[src/design/lcg_pkg.sv]
// Shared types and constants of the linear congruential random source.
// Used by the controller, the datapath and the top level; no dependencies.
package lcg_pkg;

  localparam int unsigned StateW   = 32;
  localparam int unsigned FracBits = 23;
  localparam int unsigned RawBits  = 15;
  localparam int unsigned RawLsb   = 16;
  localparam int unsigned MantLsb  = StateW - FracBits;
  localparam int unsigned DivCntW  = $clog2(RawBits);
  localparam int unsigned ProdW    = StateW + FracBits;

  localparam logic [StateW-1:0] LcgMul = 32'h0003_43FD;
  localparam logic [StateW-1:0] LcgAdd = 32'h0026_9EC3;

  typedef enum logic [2:0] {
    KIND_RAW    = 3'd0,
    KIND_RANGED = 3'd1,
    KIND_UNIT   = 3'd2,
    KIND_SIGNED = 3'd3,
    KIND_SCALED = 3'd4,
    KIND_SEED   = 3'd5
  } kind_e;

  // controller to datapath
  typedef struct packed {
    logic               capture;
    logic               advance;
    logic               div_step;
    logic [DivCntW-1:0] div_idx;
    logic               mul;
    logic               load_out;
  } dp_cmd_t;

  // datapath to controller
  typedef struct packed {
    kind_e kind;
    logic  span_zero;
  } dp_stat_t;

endpackage

[src/design/lcg_ifs.sv]
// Request and response channel interfaces of the random source.
// Depends on lcg_pkg for field widths.
interface lcg_req_if;
  logic                              valid;
  logic                              ready;
  logic [2:0]                        kind;
  logic signed [lcg_pkg::StateW-1:0] range_low;
  logic signed [lcg_pkg::StateW-1:0] range_high;
  logic signed [lcg_pkg::StateW-1:0] scale_low;
  logic signed [lcg_pkg::StateW-1:0] scale_high;
  logic [lcg_pkg::StateW-1:0]        new_seed;

  modport source (output valid, kind, range_low, range_high, scale_low, scale_high,
                  new_seed, input ready);
  modport sink (input valid, kind, range_low, range_high, scale_low, scale_high,
                new_seed, output ready);
endinterface

interface lcg_rsp_if;
  logic                              valid;
  logic                              ready;
  logic signed [lcg_pkg::StateW-1:0] value;
  logic                              span_error;

  modport source (output valid, value, span_error, input ready);
  modport sink (input valid, value, span_error, output ready);
endinterface

[src/design/lcg_ctrl.sv]
// Sequencing controller of the random source: handshakes, divider step count
// and output register valid. Depends on lcg_pkg.
module lcg_ctrl (
  input  logic              clk_i,
  input  logic              rst_ni,
  input  logic              in_valid_i,
  output logic              in_ready_o,
  input  logic              out_ready_i,
  output logic              out_valid_o,
  input  lcg_pkg::dp_stat_t stat_i,
  output lcg_pkg::dp_cmd_t  cmd_o
);

  typedef enum logic [2:0] {
    ST_IDLE,
    ST_ADV,
    ST_DIV,
    ST_MUL,
    ST_WRITE
  } state_e;

  state_e                      state_q;
  logic [lcg_pkg::DivCntW-1:0] cnt_q;
  logic                        out_valid_q;
  logic                        out_free;

  assign out_free    = !out_valid_q || out_ready_i;
  assign in_ready_o  = (state_q == ST_IDLE);
  assign out_valid_o = out_valid_q;

  always_comb begin
    cmd_o          = '0;
    cmd_o.capture  = (state_q == ST_IDLE) && in_valid_i;
    cmd_o.advance  = (state_q == ST_ADV);
    cmd_o.div_step = (state_q == ST_DIV);
    cmd_o.div_idx  = cnt_q;
    cmd_o.mul      = (state_q == ST_MUL);
    cmd_o.load_out = (state_q == ST_WRITE) && out_free;
  end

  always_ff @(posedge clk_i or negedge rst_ni) begin
    if (!rst_ni) begin
      state_q     <= ST_IDLE;
      cnt_q       <= '0;
      out_valid_q <= 1'b0;
    end else begin
      if (out_valid_q && out_ready_i) begin
        out_valid_q <= 1'b0;
      end
      case (state_q)
        ST_IDLE: begin
          if (in_valid_i) begin
            state_q <= ST_ADV;
          end
        end
        ST_ADV: begin
          if (stat_i.kind == lcg_pkg::KIND_RANGED && !stat_i.span_zero) begin
            state_q <= ST_DIV;
            cnt_q   <= lcg_pkg::DivCntW'(lcg_pkg::RawBits - 1);
          end else if (stat_i.kind == lcg_pkg::KIND_SCALED) begin
            state_q <= ST_MUL;
          end else begin
            state_q <= ST_WRITE;
          end
        end
        ST_DIV: begin
          // one remainder step per cycle, most significant raw bit first
          if (cnt_q == '0) begin
            state_q <= ST_WRITE;
          end else begin
            cnt_q <= cnt_q - 1'b1;
          end
        end
        ST_MUL: begin
          state_q <= ST_WRITE;
        end
        ST_WRITE: begin
          if (out_free) begin
            out_valid_q <= 1'b1;
            state_q     <= ST_IDLE;
          end
        end
        default: begin
          state_q <= ST_IDLE;
        end
      endcase
    end
  end

`ifndef ASSERT_OFF
  a_accept_then_adv: assert property (@(posedge clk_i) disable iff (!rst_ni)
    (in_valid_i && in_ready_o) |=> (state_q == ST_ADV))
    else $error("accepted transaction did not start advance");

  a_div_ends: assert property (@(posedge clk_i) disable iff (!rst_ni)
    (state_q == ST_DIV && cnt_q == '0) |=> (state_q == ST_WRITE))
    else $error("divider did not finish after last step");

  a_load_free: assert property (@(posedge clk_i) disable iff (!rst_ni)
    cmd_o.load_out |-> (!out_valid_q || out_ready_i))
    else $error("output register overwritten while occupied");

  a_valid_from_write: assert property (@(posedge clk_i) disable iff (!rst_ni)
    $rose(out_valid_q) |-> ($past(state_q) == ST_WRITE))
    else $error("result raised outside write state");
`endif

endmodule

[src/design/lcg_dpath.sv]
// Datapath of the random source: generator state, bit-serial remainder unit,
// scale multiplier and output register. Depends on lcg_pkg.
module lcg_dpath (
  input  logic                              clk_i,
  input  logic                              rst_ni,
  input  lcg_pkg::dp_cmd_t                  cmd_i,
  output lcg_pkg::dp_stat_t                 stat_o,
  input  logic [2:0]                        kind_i,
  input  logic signed [lcg_pkg::StateW-1:0] range_low_i,
  input  logic signed [lcg_pkg::StateW-1:0] range_high_i,
  input  logic signed [lcg_pkg::StateW-1:0] scale_low_i,
  input  logic signed [lcg_pkg::StateW-1:0] scale_high_i,
  input  logic [lcg_pkg::StateW-1:0]        new_seed_i,
  output logic signed [lcg_pkg::StateW-1:0] value_o,
  output logic                              span_error_o
);

  lcg_pkg::kind_e              kind_q;
  logic [lcg_pkg::StateW-1:0]  range_low_q, range_high_q;
  logic [lcg_pkg::StateW-1:0]  scale_low_q, scale_high_q, seed_q;
  logic [lcg_pkg::StateW-1:0]  lcg_q;
  logic [lcg_pkg::RawBits-1:0] rem_q;
  logic [lcg_pkg::StateW-1:0]  mag_q;
  logic                        neg_q;
  logic [lcg_pkg::ProdW-1:0]   prod_q;
  logic [lcg_pkg::StateW-1:0]  value_q, value_d;
  logic                        err_q, err_d;

  logic [lcg_pkg::StateW-1:0]   span, abs_span;
  logic [lcg_pkg::RawBits:0]    trial;
  logic [lcg_pkg::StateW:0]     diff, mag;
  logic                         neg;
  logic [lcg_pkg::FracBits-1:0] mant;
  logic [lcg_pkg::ProdW:0]      prod_sum;
  logic [lcg_pkg::StateW-1:0]   q;
  logic [lcg_pkg::StateW-1:0]   next_state;

  assign span     = range_high_q + 32'd1 - range_low_q;
  assign abs_span = span[lcg_pkg::StateW-1] ? (~span + 32'd1) : span;
  assign trial    = {rem_q, lcg_q[lcg_pkg::RawLsb + cmd_i.div_idx]};

  // exact 33-bit difference of the scale bounds
  assign diff = {scale_high_q[lcg_pkg::StateW-1], scale_high_q}
              - {scale_low_q[lcg_pkg::StateW-1], scale_low_q};
  assign neg  = diff[lcg_pkg::StateW];
  assign mag  = neg ? (~diff + 33'd1) : diff;
  assign mant = lcg_q[lcg_pkg::StateW-1:lcg_pkg::MantLsb];

  // round the magnitude up for a negative span so the result floors
  assign prod_sum = {1'b0, prod_q}
                  + (neg_q ? (lcg_pkg::ProdW+1)'((1 << lcg_pkg::FracBits) - 1)
                           : '0);
  assign q = prod_sum[lcg_pkg::ProdW-1:lcg_pkg::FracBits];

  assign next_state = lcg_pkg::StateW'(lcg_q * lcg_pkg::LcgMul) + lcg_pkg::LcgAdd;

  assign stat_o.kind      = kind_q;
  assign stat_o.span_zero = (span == '0);

  always_comb begin
    value_d = '0;
    err_d   = 1'b0;
    case (kind_q)
      lcg_pkg::KIND_RAW: begin
        value_d = {17'd0, lcg_q[lcg_pkg::RawLsb +: lcg_pkg::RawBits]};
      end
      lcg_pkg::KIND_RANGED: begin
        if (span == '0) begin
          value_d = range_low_q;
          err_d   = 1'b1;
        end else begin
          value_d = {17'd0, rem_q} + range_low_q;
        end
      end
      lcg_pkg::KIND_UNIT: begin
        value_d = {9'd0, mant};
      end
      lcg_pkg::KIND_SIGNED: begin
        value_d = {8'd0, mant, 1'b0} - 32'h0080_0000;
      end
      lcg_pkg::KIND_SCALED: begin
        value_d = neg_q ? (scale_low_q - q) : (scale_low_q + q);
      end
      default: begin
        value_d = '0;
      end
    endcase
  end

  always_ff @(posedge clk_i or negedge rst_ni) begin
    if (!rst_ni) begin
      lcg_q <= '0;
    end else if (cmd_i.advance) begin
      if (kind_q == lcg_pkg::KIND_SEED) begin
        lcg_q <= seed_q;
      end else if (kind_q inside {lcg_pkg::KIND_RAW, lcg_pkg::KIND_RANGED,
                                  lcg_pkg::KIND_UNIT, lcg_pkg::KIND_SIGNED,
                                  lcg_pkg::KIND_SCALED}) begin
        lcg_q <= next_state;
      end
    end
  end

  always_ff @(posedge clk_i) begin
    if (cmd_i.capture) begin
      kind_q       <= lcg_pkg::kind_e'(kind_i);
      range_low_q  <= range_low_i;
      range_high_q <= range_high_i;
      scale_low_q  <= scale_low_i;
      scale_high_q <= scale_high_i;
      seed_q       <= new_seed_i;
    end
    // hold the span magnitude so the multiply cycle starts from a register
    if (cmd_i.advance) begin
      mag_q <= mag[lcg_pkg::StateW-1:0];
      neg_q <= neg;
    end
    if (cmd_i.advance) begin
      rem_q <= '0;
    end else if (cmd_i.div_step) begin
      // restoring remainder step
      if ({16'd0, trial} >= abs_span) begin
        rem_q <= lcg_pkg::RawBits'(trial - abs_span[lcg_pkg::RawBits:0]);
      end else begin
        rem_q <= trial[lcg_pkg::RawBits-1:0];
      end
    end
    if (cmd_i.mul) begin
      prod_q <= mag_q * mant;
    end
    if (cmd_i.load_out) begin
      value_q <= value_d;
      err_q   <= err_d;
    end
  end

  assign value_o      = value_q;
  assign span_error_o = err_q;

endmodule

[src/design/lcg_random_generator_core.sv]
// Linear congruential random source, top level; depends on lcg_pkg, lcg_ifs, lcg_ctrl, lcg_dpath.
// An accepted transaction goes to the advance state, then to the divider steps for a non-zero
// ranged span or the multiply state for scaled, then to write; raw, fraction, seed, unused kinds
// and a zero-span ranged draw go from advance straight to write. One transaction at a time: the
// next is taken the cycle after the result is written, and the write waits while the output stalls.
// Reset clears the generator state to zero and the output valid; no clearing pass.
module lcg_random_generator_core (
  input  logic      clk_i,
  input  logic      rst_ni,
  lcg_req_if.sink   req_i,
  lcg_rsp_if.source rsp_o
);

  lcg_pkg::dp_cmd_t  cmd;
  lcg_pkg::dp_stat_t stat;

  lcg_ctrl u_ctrl (
    .clk_i       (clk_i),
    .rst_ni      (rst_ni),
    .in_valid_i  (req_i.valid),
    .in_ready_o  (req_i.ready),
    .out_ready_i (rsp_o.ready),
    .out_valid_o (rsp_o.valid),
    .stat_i      (stat),
    .cmd_o       (cmd)
  );

  lcg_dpath u_dpath (
    .clk_i        (clk_i),
    .rst_ni       (rst_ni),
    .cmd_i        (cmd),
    .stat_o       (stat),
    .kind_i       (req_i.kind),
    .range_low_i  (req_i.range_low),
    .range_high_i (req_i.range_high),
    .scale_low_i  (req_i.scale_low),
    .scale_high_i (req_i.scale_high),
    .new_seed_i   (req_i.new_seed),
    .value_o      (rsp_o.value),
    .span_error_o (rsp_o.span_error)
  );

endmodule

[src/flat_wrapper.sv]
// flat-port wrapper written by rule: the top's interface ports become plain ports
module lcg_random_generator_core_flat 
  (clk_i, rst_ni, req_i_valid, req_i_kind, req_i_range_low, req_i_range_high, req_i_scale_low, req_i_scale_high, req_i_new_seed, req_i_ready, rsp_o_valid, rsp_o_value, rsp_o_span_error, rsp_o_ready);
  lcg_req_if req_i_i ();
  lcg_rsp_if rsp_o_i ();
  input  logic clk_i;
  input  logic rst_ni;
  input wire logic [$bits(req_i_i.valid)-1:0] req_i_valid;
  input wire logic [$bits(req_i_i.kind)-1:0] req_i_kind;
  input wire logic [$bits(req_i_i.range_low)-1:0] req_i_range_low;
  input wire logic [$bits(req_i_i.range_high)-1:0] req_i_range_high;
  input wire logic [$bits(req_i_i.scale_low)-1:0] req_i_scale_low;
  input wire logic [$bits(req_i_i.scale_high)-1:0] req_i_scale_high;
  input wire logic [$bits(req_i_i.new_seed)-1:0] req_i_new_seed;
  output wire logic [$bits(req_i_i.ready)-1:0] req_i_ready;
  output wire logic [$bits(rsp_o_i.valid)-1:0] rsp_o_valid;
  output wire logic [$bits(rsp_o_i.value)-1:0] rsp_o_value;
  output wire logic [$bits(rsp_o_i.span_error)-1:0] rsp_o_span_error;
  input wire logic [$bits(rsp_o_i.ready)-1:0] rsp_o_ready;
  assign req_i_i.valid = req_i_valid;
  assign req_i_i.kind = req_i_kind;
  assign req_i_i.range_low = req_i_range_low;
  assign req_i_i.range_high = req_i_range_high;
  assign req_i_i.scale_low = req_i_scale_low;
  assign req_i_i.scale_high = req_i_scale_high;
  assign req_i_i.new_seed = req_i_new_seed;
  assign req_i_ready = req_i_i.ready;
  assign rsp_o_valid = rsp_o_i.valid;
  assign rsp_o_value = rsp_o_i.value;
  assign rsp_o_span_error = rsp_o_i.span_error;
  assign rsp_o_i.ready = rsp_o_ready;
  lcg_random_generator_core u_core (.clk_i(clk_i), .rst_ni(rst_ni), .req_i(req_i_i), .rsp_o(rsp_o_i));
endmodule
[config.mk]
export PLATFORM = sky130hd
export DESIGN_NAME = lcg_random_generator_core_flat
export DESIGN_NICKNAME = d
export VERILOG_FILES = /design/src/design/lcg_pkg.sv /design/src/design/lcg_ifs.sv /design/src/design/lcg_ctrl.sv /design/src/design/lcg_dpath.sv /design/src/design/lcg_random_generator_core.sv /design/src/flat_wrapper.sv
export SDC_FILE = /design/constraint.sdc
export NUM_CORES = 2
export LEC_CHECK = 0
export BUFFER_PORTS_ARGS = -buffer_cell sky130_fd_sc_hd__buf_4
export CAP_MARGIN = 20
export CORE_UTILIZATION = 40
export CTS_CLUSTER_DIAMETER = 100
export DETAILED_ROUTE_END_ITERATION = 7
export HOLD_SLACK_MARGIN = 0.05
export SLEW_MARGIN = 40
export SYNTH_ARGS = -nofsm -noshare
export SYNTH_HDL_FRONTEND = slang
export SYNTH_SLANG_ARGS = --single-unit
export TNS_END_PERCENT = 5
[constraint.sdc]
create_clock -name clk_i -period 9.9 [get_ports clk_i]
set_clock_uncertainty 0.2 [all_clocks]
set_input_delay 2.475 -clock clk_i [delete_from_list [all_inputs] [get_ports clk_i]]
set_output_delay 2.475 -clock clk_i [all_outputs]
set_load 0.03 [all_outputs]
==> impl_metrics.yaml <==
logic_synthesis:
  muxShareOfSynthArea_pct: 1.118
  ys_ff_latch: 339
  ys_seq_area_share_pct: 18.29
  synthDistinctLibCells: 105
  synthFlopType: "edfxtp_1"
  synth.area.top_cells: "fa_1, edfxtp_1, ha_1"
  yosysTopAreaCell: "fa_1"
  yosys.area_share.simple_pct: 14.04
  synth_edf_count: 284
  synth_common_cells: "inv_1, fa_1, nand2_1"
  synth_compound_area_share_pct: 10.24
  synthAdderAreaFrac_pct: 42.18
  synthesis.nets: 7161
  synth_cells: 5677
  synth_area_um2: 53740
  synthXorXnorAreaFrac_pct: 4.827
  synth_top_cell_area_share_pct: 30.70
  synth_top_family_by_area: "adder cells"
  ys_async_sr_fraction_pct: 11.80
  synth-warning-count: 0
  synth.most_common_cell: "inv_1"
  syn_area_per_cell_um2: 9.466
worst_setup_path:
  required_ns: 10.11
  slowest_delay_ns: 0.83
  r2r_cells: 27
  r2r_setup_slack_ns: 1.04
  endpoint_kind: "flip-flop"
  cp_slowest_cell: "dfrtp_2"
  crit_type: "flip-flop to flip-flop"
  reg2reg_from: "u_core.u_dpath.lcg_q[17]"
  crit_buf_inv: 5
  critPathArrivalTime_ns: 9.07
  cpLargestDelayFamily: "adder cells"
  reg2reg_to: "u_core.u_dpath.prod_q[53]"
  cp-start-kind: "flip-flop"
  crit_top_cell: "fa_1"
  cp_max_fo: 29
sta:
  worstMarginPinSlew_ns: 0.8888
  hold_viol: 0
  tns_ns: 0
  worst_slack_ns: 1.035
  finalCritPeriodShare_pct: 89.54
  slew_violations: 0
  final.min_clock_period_ns: 8.865
  setup_violations: 0
  slew_headroom_pct: 40.75
  rsz0062_at_grt: "false"
  fmaxAchievable_mhz: 112.8
final_layout:
  multi_input_area_um2: 38970
  final_nets: 7279
  layout-drive-gt1-share_pct: 8.299
  fillers: 12840
  postLayoutCellArea_um2: 58930
  utilization_pct: 44.21
  regArea_um2: 9844
  area_growth_pct: 9.665
routing:
  drt-initial-drc-count: 2989
  wirelength_um: 170600
  drc_errors: 0
  vias: 41230
  vias_per_cell: 5.422
  wire_per_inst_um: 22.43
  drtPass1Iterations: 5
  final_antenna_net_count: 0
clock_tree:
  cts.path.max_buffers: 3
  postCtsSetupBuffers: 0
  clk_pin_slew_ns: 0.06
  clock_latency_ns: 0.66
  h-tree-depth: 2
  cts_resized: 0
  cts_made_buffers: 45
  hold_buffers: 0
  cts_tree: "yes"
  cts-root-buf: "clkbuf_16"
  clock_sink_count: 339
die:
  core_um2: 133300
  io_pins: 202
  die-area_um2: 135800
  initial_utilization_pct: 40.32
  die_x_um: 368.5
  num_rows: 134
  die_h_um: 368.5
global_route:
  grt_max_degree: 57
  grt_antenna_before_repair: 6
  grt_pass1_wl_um: 260900
  track_usage_pct: 25.56
  grt-ovfl-total: 0
  first_global_vias: 42960
min_path:
  hold_end: "u_core.u_dpath.lcg_q[0]"
  hold_path.startpoint: "u_core.u_dpath.seed_q[0]"
  hold_class: "flip-flop to flip-flop"
  min_delay_path_depth: 2
place:
  gpl.final_weighted_congestion: 0.9820
  portBuffers: 201
  pre_cts_slack_ns: 1.055
  hpwl_um: 138700
  placed_area_um2: 57330
status:
  outcome: "completed"
run:
  drv_cap: 0
[how the worst max path moves through the flow]
stage / start / end / slack [ns] / depth (start not counted)
final: u_core.u_dpath.lcg_q[17] / u_core.u_dpath.prod_q[53] / 1.04 / 27
after global routing: u_core.u_dpath.lcg_q[17] / u_core.u_dpath.prod_q[53] / 0.66 / 27
after CTS: u_core.u_dpath.mag_q[11] / u_core.u_dpath.prod_q[53] / 1.04 / 25
after detailed placement: u_core.u_dpath.mag_q[11] / u_core.u_dpath.prod_q[53] / 1.05 / 25
after global placement: u_core.u_dpath.lcg_q[14] / u_core.u_dpath.prod_q[53] / 1.11 / 26
after floorplan: u_core.u_dpath.lcg_q[17] / u_core.u_dpath.prod_q[53] / 1.88 / 29
[final cells by class]
cell class / instances / area share (%)
antenna: 5 / 0.02123
clock buffer: 51 / 2.002
clock inverter: 33 / 0.5626
inverter: 1077 / 6.860
multi-input combinational: 4031 / 66.12
sequential: 339 / 16.70
tap: 1768 / 3.754
timing repair buffer: 301 / 3.975
[registers in the layout, indices dropped and copies added (netlist names)]
| register | count |
|---|---|
| u_core.u_dpath.mag_q | 32 |
| u_core.u_dpath.neg_q | 1 |
| u_core.u_ctrl.state_q | 3 |
| u_core.u_dpath.kind_q | 3 |
| u_core.u_dpath.value_o | 32 |
| u_core.u_dpath.prod_q | 55 |
| u_core.u_dpath.range_high_q | 32 |
| u_core.u_ctrl.cnt_q | 4 |
| u_core.u_dpath.range_low_q | 32 |
| u_core.u_dpath.scale_low_q | 32 |
| u_core.u_dpath.seed_q | 32 |
| u_core.u_dpath.span_error_o | 1 |
| u_core.u_dpath.lcg_q | 32 |
| u_core.u_dpath.scale_high_q | 32 |
| u_core.u_dpath.rem_q | 15 |
| u_core.u_ctrl.out_valid_o | 1 |
[layer usage]
metal  part of all wire [%]  track usage (%)  routed length, um
met5                 0.0094                0                 16
met4                    5.0            11.32               8584
met3                    8.6            5.225              14740
met2                     46            41.40              78290
met1                     40            32.93              68920
[worst min-delay path, delay by kind of cell (launching register included)]
family	cells	cell delay (ns)
and+or+nand+nor	2	0.12
DFF	1	0.32
[stage by stage]
stage / hold WS (ns) / cells
floorplan: 0.2426 / 5677
global placement: 0.2544 / 7504
detailed placement: 0.2557 / 7511
CTS: 0.2740 / 7595
global route: 0.2910 / 7601
finish: 0.2687 / 7605
[cells by family (layout without fill, tap and decap cells)]
| logic type | after synthesis | count (layout) |
|---|---|---|
| AO/OA/AOI/OAI | 846 | 846 |
| XOR/XNOR | 290 | 290 |
| adder cells (fa/ha/maj) | 1317 | 1317 |
| buffers and inverters | 1307 | 1462 |
| flip-flops | 339 | 339 |
| multiplexers | 54 | 54 |
| other | 0 | 5 |
| AND/OR/NAND/NOR | 1524 | 1524 |
[layout by cell type (no fill, tap or decap), drive strengths merged, types with 51 or more instances in the layout]
cell / n
clkbuf: 51
nor3: 66
inv: 1083
nor2: 178
and2: 340
buf: 301
a21oi: 261
nand2: 623
xnor2: 197
nand3: 66
a21o: 100
fa: 824
edfxtp: 284
xor2: 91
ha: 493
o21ai: 169
Power is left out: the tool's default activity adds up to more than one toggle a clock period on the data nets, which glitch-free logic cannot reach.
